**src/hw/rtl/bcpe_pkg.sv**
```systemverilog
// Shared constants, types and register codes for the cubic Bezier point evaluator.
package bcpe_pkg;

   // Number of curve segments; must be a power of two from 2 to 4096.
   localparam int STEPS      = 256;
   localparam int LOG2_STEPS = $clog2(STEPS);

   localparam int STEP_W  = 9;
   localparam int COORD_W = 12;
   localparam int OUT_W   = 20;
   localparam int FRAC_W  = 8;

   // Clamped step index and its complement both lie in 0..STEPS.
   localparam int K_W   = LOG2_STEPS + 1;
   localparam int CMP_W = (K_W > STEP_W) ? K_W : STEP_W;
   localparam int WGT_W = K_W + 1;

   // Each de Casteljau level scales the coordinates by STEPS.
   localparam int LVL1_W = COORD_W + LOG2_STEPS;
   localparam int LVL2_W = COORD_W + 2 * LOG2_STEPS;
   localparam int LVL3_W = COORD_W + 3 * LOG2_STEPS;
   localparam int SHIFT  = 3 * LOG2_STEPS;

   localparam logic [CMP_W-1:0] STEPS_CMP = CMP_W'(STEPS);
   localparam logic [K_W-1:0]   STEPS_K   = K_W'(STEPS);

   localparam int CSR_IDX_W = 3;

   localparam logic [CSR_IDX_W-1:0] REG_P0_X = 3'd0;
   localparam logic [CSR_IDX_W-1:0] REG_P0_Y = 3'd1;
   localparam logic [CSR_IDX_W-1:0] REG_P1_X = 3'd2;
   localparam logic [CSR_IDX_W-1:0] REG_P1_Y = 3'd3;
   localparam logic [CSR_IDX_W-1:0] REG_P2_X = 3'd4;
   localparam logic [CSR_IDX_W-1:0] REG_P2_Y = 3'd5;
   localparam logic [CSR_IDX_W-1:0] REG_P3_X = 3'd6;
   localparam logic [CSR_IDX_W-1:0] REG_P3_Y = 3'd7;

   typedef logic signed [COORD_W-1:0] coord_type;
   typedef logic signed [LVL1_W-1:0]  lvl1_type;
   typedef logic signed [LVL2_W-1:0]  lvl2_type;
   typedef logic signed [LVL3_W-1:0]  lvl3_type;
   typedef logic        [K_W-1:0]     step_type;

   localparam coord_type RST_P0_X = 12'sd20;
   localparam coord_type RST_P0_Y = 12'sd100;
   localparam coord_type RST_P1_X = 12'sd30;
   localparam coord_type RST_P1_Y = 12'sd120;
   localparam coord_type RST_P2_X = 12'sd50;
   localparam coord_type RST_P2_Y = 12'sd80;
   localparam coord_type RST_P3_X = 12'sd60;
   localparam coord_type RST_P3_Y = 12'sd100;

   typedef struct packed {
      coord_type p0_x;
      coord_type p0_y;
      coord_type p1_x;
      coord_type p1_y;
      coord_type p2_x;
      coord_type p2_y;
      coord_type p3_x;
      coord_type p3_y;
   } ctrl_pts_type;

endpackage

```
**src/hw/rtl/bcpe_csr.sv**
```systemverilog
// Control point register file written through the CSR port.
module bcpe_csr (
   input  logic                               clock,
   input  logic                               reset,
   input  logic                               csr_wr_en,
   input  logic [bcpe_pkg::CSR_IDX_W-1:0]     csr_index,
   input  logic [bcpe_pkg::COORD_W-1:0]       csr_wdata,
   output bcpe_pkg::ctrl_pts_type             pts
);
   import bcpe_pkg::*;

   ctrl_pts_type pts_ff;
   ctrl_pts_type pts_in;

   always_comb begin
      pts_in = pts_ff;
      if (csr_wr_en) begin
         case (csr_index)
            REG_P0_X: pts_in.p0_x = csr_wdata;
            REG_P0_Y: pts_in.p0_y = csr_wdata;
            REG_P1_X: pts_in.p1_x = csr_wdata;
            REG_P1_Y: pts_in.p1_y = csr_wdata;
            REG_P2_X: pts_in.p2_x = csr_wdata;
            REG_P2_Y: pts_in.p2_y = csr_wdata;
            REG_P3_X: pts_in.p3_x = csr_wdata;
            REG_P3_Y: pts_in.p3_y = csr_wdata;
            default:  pts_in = pts_ff;
         endcase
      end
   end

   always_ff @(posedge clock) begin
      if (reset) begin
         pts_ff.p0_x <= RST_P0_X;
         pts_ff.p0_y <= RST_P0_Y;
         pts_ff.p1_x <= RST_P1_X;
         pts_ff.p1_y <= RST_P1_Y;
         pts_ff.p2_x <= RST_P2_X;
         pts_ff.p2_y <= RST_P2_Y;
         pts_ff.p3_x <= RST_P3_X;
         pts_ff.p3_y <= RST_P3_Y;
      end else begin
         pts_ff <= pts_in;
      end
   end

   assign pts = pts_ff;

endmodule

```
**config.mk**
```make
export PLATFORM = sky130hd
export DESIGN_NAME = bcpe_csr
export DESIGN_NICKNAME = d
export VERILOG_FILES = /design/src/hw/rtl/bcpe_pkg.sv /design/src/hw/rtl/bcpe_csr.sv
export SDC_FILE = /design/constraint.sdc
export NUM_CORES = 1
export LEC_CHECK = 0
export ABC_CLOCK_PERIOD_IN_PS = 1700
export BUFFER_PORTS_ARGS = -buffer_cell sky130_fd_sc_hd__buf_4
export CAP_MARGIN = 15
export CORE_ASPECT_RATIO = 1.1
export CORE_MARGIN = 2
export CORE_UTILIZATION = 40
export CTS_BUF_LIST = sky130_fd_sc_hd__clkbuf_2
export DETAILED_ROUTE_END_ITERATION = 8
export PLACE_DENSITY = 0.74
export SLEW_MARGIN = 20
export SYNTH_ARGS = -nofsm -noshare
export SYNTH_HDL_FRONTEND = slang
export SYNTH_SLANG_ARGS = --single-unit
```
**constraint.sdc**
```tcl
create_clock -name clock -period 1.7 [get_ports clock]
set_clock_uncertainty 0.2 [all_clocks]
set_input_delay 0.085 -clock clock [delete_from_list [all_inputs] [get_ports clock]]
set_output_delay 0.085 -clock clock [all_outputs]
set_load 0.05 [all_outputs]
```
==> run summary, run 1 <==
fin crit period - 1688 ps
Slowest cell on crit path - dlygate4sd3_1
RSZ-0062 raised after global routing - false
Crit Path Max Fanout - 9
worst slew pin tran - 404.2 ps
share of layout cells above drive strength 1 - 26.96%
maximum number of pins on one net before global-route repair - 40
Hold Path End - pts[28]
area of the multi-input gates - 0.001698 sq mm
critical path's largest stage delay - 580 ps
core box area - 0.009213 sq mm
Mapped Area - 0.003746 sq mm
status - finished with violations
Slew HR - 73.05%
area added between synthesis and finish - 57.78%
HP Class - input port to flip-flop
MaxCap Viol Count - 0
most prevalent standard cell on the critical path - dlygate4sd3_1
Clock Tree Buf Depth - 2
clock transition at the registers of the reported paths - 260 ps
CP arrival - 1980 ps
PortBufs - 113
clock tree root buffer cell - clkbuf_2
mean area per synthesized cell - 10.86 sq um
Yosys Warn Count - 0
library cells used by synthesis - 14
WL/cell - 16.99 microns
H-tree depth - 3
register area share after synthesis - 51.30%
Die ar. - 0.01016 sq mm
crit share post-route - 99.30%
smallest hold slack - -67.61 ps
drt drc - 0
failing checks - hold timing
initial DRC count - 96
Worst Setup Start Kind - input port
detailed placement HPWL - 6626 microns
commonest non-fill, non-tap cell in the layout - buf_4
CP cell instances - dlygate4sd3_1, buf_6, nand4_1, clkbuf_4, mux2i_1, dlygate4sd3_1
Leakage - 2.947 nW
Crit. End Element - flip-flop
Hold Path Origin - csr_index[0]
Syn Inst Count - 345
Skew-Pair Late Insertion Delay - 520 ps
Reg-to-Reg End - pts[17]
Nets - 573
effective utilization at floorplan - 40.66%
worst flop-to-flop path startpoint - pts[17]
Mapped Nets - 363
Final Util - 64.16%
initial antenna violation count - 0
Power Total - 4.108 mW
Worst VDD drop - 0.5110 mV
Fin. Hold Viols - 27
synthesized flop and latch total - 96
DR vias/cell - 4.840
GR Overflow Total - 0
WP data required - 2000 ps
setup_tns - 0 ps
Fillers - 727
TritonCTS Buffers - 9
Die X - 96.27 microns
drt total wl - 11500 microns
Global Route Usage Sum - 21.29%
Final GP Congestion - 0.7306
global-route wire length before repair - 16530 microns
r2r setup slk - 240 ps
Final Max Slew Viols - 0
Routed Antenna Nets - 0
Setup-failing EPs final - 0
clk sinks - 96
TritonCTS clock tree - done
R2R cell count - 3
hold depth - 4
DR vias - 3277
critical path type - input port to flip-flop
number of flip-flops in the largest register - 96
I/O pin total - 114
sequential cell area - 0.001922 sq mm
commonest cells after routing, fill and taps aside - 121 x buf_4, 96 x dfxtp_1, 95 x mux2i_1, 95 x dlygate4sd3_1, 83 x nand2b_1
row count - 37
Die Y - 105.5 microns
Fmax achieved - 592.4 MHz
n_diodes - 0
drt pass-1 iters - 4
pwr dens - 695.1 mW/mm^2
vias in the first global route - 3247
==> synthesized netlist by cell type, drive strengths merged <==
cell,number,area (sq um)
nor4bb,1,10.01
nand4b,3,26.28
dfxtp,96,1922
nand4bb,2,22.52
buf,17,91.34
mux2i,96,960.9
nand4,1,6.260
nand2b,83,519.3
clkbuf,13,48.80
and4bb,1,12.51
or4b,1,10.01
nor2,31,116.4
==> worst max-delay path, delay by kind of cell <==
kind / cells / cell delay [ps]
muxes: 1 / 220
buffers and inverters: 4 / 1520
and+or+nand+nor: 1 / 150
==> cell families (layout without fill, tap and decap cells) <==
group | after synthesis | in the layout | synth area share [%]
flops | 96 | 96 | 51.30
buf+inv | 30 | 245 | 3.741
mux | 96 | 96 | 25.65
simple gates | 123 | 123 | 19.31
==> how the worst max path moves through the flow <==
stage / slack (ps) / cells past startpoint / endpoint / startpoint
finish: 10 / 6 / pts[4] / csr_index[1]
global route: 30 / 6 / pts[65] / csr_index[1]
CTS: 9 / 6 / pts[54] / csr_index[2]
detailed placement: 230 / 4 / pts[92] / csr_index[0]
global placement: 240 / 4 / pts[88] / csr_index[0]
floorplan: 320 / 5 / pts[88] / csr_wr_en
==> metal layers <==
| layer | vias up | share of wire, % | GRT usage (%) |
|---|---|---|---|
| met5 | - | 0 | 0 |
| met4 | 0 | 1.6 | 4.898 |
| met3 | 19 | 6.6 | 6.934 |
| met2 | 99 | 52 | 37.15 |
| met1 | 1593 | 40 | 24.93 |
| li1 | 1566 | - | - |
==> stage by stage <==
| stage | worst slack, ps | instance area [sq um] | hold slack (ps) | std cells |
|---|---|---|---|---|
| finish | 11.95 | 5911 | -67.61 | 677 |
| global route | 26.61 | 5911 | -147.3 | 677 |
| CTS | 9.101 | 5653 | -80.38 | 657 |
| detailed placement | 231.4 | 4705 | 177.8 | 558 |
| global placement | 243.8 | 4705 | 184.7 | 558 |
| floorplan | 323.0 | 3746 | 56.30 | 345 |
==> power by group <==
part	switching [mW]	total, mW	internal [mW]
clock network	0.769	1.12	0.353
logic	0.371	0.648	0.277
registers	0.0300	2.34	2.31
==> cell type report <==
| type | instances | share of cell area (%) |
|---|---|---|
| tap | 117 | 2.477 |
| timing repair buffer | 229 | 34.29 |
| sequential | 96 | 32.51 |
| clock buffer | 10 | 0.8467 |
| clock inverter | 6 | 1.143 |
| multi-input combinational | 219 | 28.73 |
==> what timing repair did <==
item	4_1_cts	5_1_grt
gates resized for setup	0	17
hold buffers	83	15
endpoints found under the setup margin	0	36
buffers inserted	0	4
endpoints found under the hold margin	96	44
Power figures use the tool's default switching activity.
==> run 2: changes to the inputs <==
--- a/config.mk
+++ b/config.mk
@@ -7,13 +7,13 @@
 export LEC_CHECK = 0
 export ABC_CLOCK_PERIOD_IN_PS = 1700
 export BUFFER_PORTS_ARGS = -buffer_cell sky130_fd_sc_hd__buf_4
-export CAP_MARGIN = 15
+export CAP_MARGIN = 20
 export CORE_ASPECT_RATIO = 1.1
-export CORE_MARGIN = 2
 export CORE_UTILIZATION = 40
 export CTS_BUF_LIST = sky130_fd_sc_hd__clkbuf_2
 export DETAILED_ROUTE_END_ITERATION = 8
 export PLACE_DENSITY = 0.74
+export RECOVER_POWER = 25
 export SLEW_MARGIN = 20
 export SYNTH_ARGS = -nofsm -noshare
 export SYNTH_HDL_FRONTEND = slang
==> run summary, run 2 (synthesis gave the netlist of run 1 again) <==
status - complete, no violations
Skew-Pair Late Insertion Delay - 550 ps
R2R cell count - 3
crit path capture - pts[74]
Net Sw Power - 1.190 mW
WL/cell - 17.07 microns
worst flop-to-flop path startpoint - pts[30]
initial antenna violation count - 0
initial DRC count - 86
Worst VDD drop - 0.5465 mV
WP data required - 2050 ps
Routed Antenna Nets - 0
crit share post-route - 97.75%
logic gate share of total power - 15.0%
final instance area - 0.005374 sq mm
Fin. Hold Viols - 0
dpl cells - 556
global-route wire length before repair - 16230 microns
commonest non-fill, non-tap cell in the layout - buf_4
Die Y - 103.5 microns
effective utilization at floorplan - 41.79%
RSZ-0062 raised after global routing - false
commonest cells after routing, fill and taps aside - 121 x buf_4, 96 x mux2i_1, 96 x dfxtp_1
clock tree root buffer cell - clkbuf_2
detailed placement HPWL - 6602 microns
clock transition at the registers of the reported paths - 270 ps
Clock Tree Buf Depth - 2
Final GP Congestion - 0.7569
PortBufs - 113
drt drc - 0
DR vias - 3088
Worst Setup SP - csr_index[1]
HP Class - input port to flip-flop
Final Util - 59.95%
Final Max Slew Viols - 0
drt pass-1 iters - 4
Die ar. - 0.009756 sq mm
MaxCap Viol Count - 0
critical path type - input port to flip-flop
GR Overflow Total - 0
Leakage - 2.684 nW
vias in the first global route - 3111
TritonCTS clock tree - done
H-tree depth - 3
Flop pwr share - 56.9%
n_diodes - 0
Crit Path Max Fanout - 9
Global Route Usage Sum - 22.48%
number of flip-flops in the largest register - 96
I/O pin total - 114
area added between synthesis and finish - 43.45%
Worst Setup Start Kind - input port
DR vias/cell - 4.902
share of layout cells above drive strength 1 - 27.71%
maximum number of pins on one net before global-route repair - 31
r2r setup slk - 230 ps
row count - 36
drt total wl - 10750 microns
share of total power in the clock network - 28.0%
Placed Area - 0.004708 sq mm
Die X - 94.27 microns
Reg-to-Reg End - pts[30]
Setup-failing EPs final - 0
worst slew pin tran - 701.2 ps
Fmax achieved - 601.8 MHz
Internal - 2.915 mW
setup_tns - 0 ps
final cell count without fillers - 630
clk sinks - 96
core box area - 0.008964 sq mm
pwr dens - 764.0 mW/mm^2
sw frac - 28.99%
Slew HR - 53.10%
fin crit period - 1662 ps
CP arrival - 2010 ps
Nets - 529
Crit. End Element - flip-flop
TritonCTS Buffers - 9
==> run 2: cell count changes in the layout (fill, tap and decap cells not counted), sizes merged <==
cell          delta
dlymetal6s4s     -2
buf              -9
clkinvlp         -2
dlygate4sd3     -40
clkbuf           +7
clkinv           +2
==> run 2: power groups by stage <==
stage          clock, mW  sequential [mW]  combinational [mW]
4_1_cts             1.16             2.34               0.615
5_1_grt             1.26             2.35               0.647
3_3_place_gp           0             2.38               0.521
2_1_floorplan          0             2.55               0.184
3_5_place_dp           0             2.38               0.529
6_report            1.15             2.34               0.617
==> run 2: cell type report <==
type / instances / area (sq um)
well taps: 114 / 142.6
flip-flops and latches: 96 / 1922
fillers: 764 / 3590
clock buffers: 10 / 50.05
multi-input cells: 219 / 1693
repair buffers: 185 / 1500
clock inverters: 6 / 66.31
==> run 2: worst max-delay path: stages <==
cell	delay, ps
dlygate4sd3_1	540
buf_4	170
nor4bb_2	300
buf_4	190
mux2i_1	170
dlygate4sd3_1	560
==> run 2: worst min path at each step <==
stage / slack [ps] / cells past startpoint / endpoint / start
final: 10 / 3 / pts[13] / reset
after CTS: 5 / 5 / pts[40] / reset
after detailed placement: 190 / 3 / pts[4] / csr_wdata[4]
after global placement: 180 / 3 / pts[51] / csr_wdata[3]
after global routing: 4 / 3 / pts[1] / reset
after floorplan: 60 / 2 / pts[37] / csr_wdata[1]
==> run 2: metal layers <==
| metal | GRT usage [%] | vias up | part of all wire (%) | wire (microns) |
|---|---|---|---|---|
| li1 | - | 1478 | - | - |
| met1 | 25.02 | 1494 | 41 | 4433 |
| met2 | 39.97 | 97 | 50 | 5405 |
| met3 | 6.798 | 19 | 6.3 | 678 |
| met4 | 9.231 | 0 | 2.2 | 235 |
| met5 | 0 | - | 0 | 0 |
==> run 2: timing repair <==
action	CTS	global route
buffers inserted	0	3
gates resized for setup	0	1
setup endpoints to repair	0	1
endpoints found under the hold margin	96	0
hold buffers	55	0
==> run 2: stage by stage <==
stage	total power [mW]	hold slack, ps	worst slack (ps)
2_1_floorplan	2.731	56.30	323.0
3_3_place_gp	2.897	176.1	260.6
3_5_place_dp	2.907	194.2	255.3
4_1_cts	4.110	5.263	2.223
5_1_grt	4.253	3.701	5.927
6_report	4.106	10.59	38.27
==> run 3: changes to the inputs <==
--- a/config.mk
+++ b/config.mk
@@ -12,6 +12,7 @@
 export CORE_UTILIZATION = 40
 export CTS_BUF_LIST = sky130_fd_sc_hd__clkbuf_2
 export DETAILED_ROUTE_END_ITERATION = 8
+export GPL_ROUTABILITY_DRIVEN = 1
 export PLACE_DENSITY = 0.74
 export RECOVER_POWER = 25
 export SLEW_MARGIN = 20
==> constraint.sdc (replaced) <==
create_clock -name clock -period 1.7 [get_ports clock]
set_clock_uncertainty 0.2 [all_clocks]
set_input_delay 0.425 -clock clock [delete_from_list [all_inputs] [get_ports clock]]
set_output_delay 0.425 -clock clock [all_outputs]
set_load 0.05 [all_outputs]
==> run summary, run 3 (synthesis gave the netlist of run 1 again) <==
Crit. End Element - output port
family with the most delay on the worst path - flip-flops
detailed placement HPWL - 6673 microns
Global Route Usage Sum - 21.78%
WP data required - 1070 ps
share of total power in the clock network - 25.7%
Slowest cell on crit path - dfxtp_2
number of flip-flops in the largest register - 96
Net Sw Power - 1.209 mW
Final GP Congestion - 0.7560
sw frac - 29.95%
n_diodes - 0
logic gate share of total power - 15.9%
MaxCap Viol Count - 0
CP cell instances - buf_8
global-route wire length before repair - 15880 microns
clock tree root buffer cell - clkbuf_2
crit path setup slack, layout - -36.85 ps
Die Y - 103.5 microns
Skew-Pair Late Insertion Delay - 530 ps
Fmax achieved - 575.8 MHz
Final Max Slew Viols - 0
drt pass-1 iters - 4
status - finished with violations
pwr dens - 676.6 mW/mm^2
RSZ-0062 raised after global routing - true
clk sinks - 96
Die ar. - 0.009756 sq mm
vias in the first global route - 2973
Die X - 94.27 microns
TritonCTS Buffers - 9
worst flop-to-flop path startpoint - pts[2]
fin crit period - 1737 ps
row count - 36
Power Total - 4.037 mW
Internal - 2.828 mW
GR Overflow Total - 0
Final Util - 66.57%
PortBufs - 113
H-tree depth - 3
Slew HR - 60.04%
TritonCTS clock tree - done
DR vias - 2975
crit share post-route - 102.2%
clock transition at the registers of the reported paths - 280 ps
Fin. Hold Viols - 0
area added between synthesis and finish - 59.29%
dpl cells - 567
share of layout cells above drive strength 1 - 55.11%
Worst Setup SP - pts[62]
initial antenna violation count - 0
Fillers - 656
I/O pin total - 114
final cell count without fillers - 613
drt drc - 0
Placed Area - 0.004816 sq mm
HP Class - input port to flip-flop
Setup-failing EPs final - 67
effective utilization at floorplan - 41.79%
critical path's largest stage delay - 430 ps
worst slew pin tran - 599.4 ps
Buf/Inv on CP - 1
commonest cells after routing, fill and taps aside - 96 x mux2i_1, 95 x dfxtp_2, 89 x buf_8
commonest non-fill, non-tap cell in the layout - mux2i_1
Flop pwr share - 58.4%
Worst Setup Start Kind - flip-flop
final instance area - 0.005967 sq mm
Hold Path Origin - csr_wdata[0]
failing checks - setup timing
CP arrival - 1110 ps
maximum number of pins on one net before global-route repair - 35
Worst VDD drop - 0.4168 mV
Clock Tree Buf Depth - 2
drt total wl - 10140 microns
Nets - 512
core box area - 0.008964 sq mm
critical path type - flip-flop to output port
Crit Path Max Fanout - 2
smallest hold slack - 125.7 ps
WL/cell - 16.54 microns
Routed Antenna Nets - 0
DR vias/cell - 4.853
Leakage - 2.876 nW
initial DRC count - 84
## run 3: cell types whose count changed in the layout (fill, tap and decap cells not counted), moves of 5 or more
| cell | change |
|---|---|
| buf_4 | -62 |
| clkbuf_1 | -5 |
| buf_8 | +89 |
| dlygate4sd3_1 | -49 |
| buf_6 | +7 |
| dfxtp_1 | -96 |
| dfxtp_2 | +95 |
## run 3: layout make-up
cell class	instances	area (sq um)	area share, %
repair buffers	168	1986	33.28
multi-input cells	219	1690	28.33
flip-flops and latches	96	2044	34.26
well taps	114	142.6	2.390
clock buffers	10	50.05	0.8388
clock inverters	6	53.80	0.9017
## run 3: worst min-delay path, delay by kind of cell
family	cells	cell delay [ps]
buf+inv	1	80
simple gates	1	170
mux	1	170
## run 3: worst paths after layout
path                   to  slack (ps)  depth (start not counted)
setup / recovery  pts[62]         -40                          1
hold reg to reg   pts[93]         300                          2
hold / removal    pts[48]         130                          3
setup reg to reg   pts[2]         670                          3
## run 3: metal layers
layer | vias up | track usage (%) | part of all wire, %
met5 | - | 0 | 0
met2 | 85 | 36.85 | 51
li1 | 1438 | - | -
met4 | 0 | 5.680 | 1.0
met3 | 11 | 8.260 | 7.5
met1 | 1441 | 25.95 | 40
## run 3: repair_timing
action,4_1_cts,5_1_grt
setup buffers,12,12
endpoints found under the hold margin,18,0
endpoints found under the setup margin,96,96
hold buffers,6,0
cloned,0,0
gates resized for setup,251,31
## run 3: stage by stage
stage / setup TNS (ps) / worst slack (ps)
finish: -988.3 / -36.85
global route: -9369 / -133.3
CTS: -5334 / -86.36
detailed placement: -745.0 / -67.52
global placement: -748.3 / -69.53
floorplan: -44.84 / -8.731
## run 3: power by group through the flow
stage | Clock, mW | Sequential, mW | Combinational [mW]
6_report | 1.04 | 2.36 | 0.641
5_1_grt | 1.17 | 2.37 | 0.674
4_1_cts | 1.07 | 2.36 | 0.624
3_5_place_dp | 0 | 2.38 | 0.549
3_3_place_gp | 0 | 2.38 | 0.543
2_1_floorplan | 0 | 2.55 | 0.186
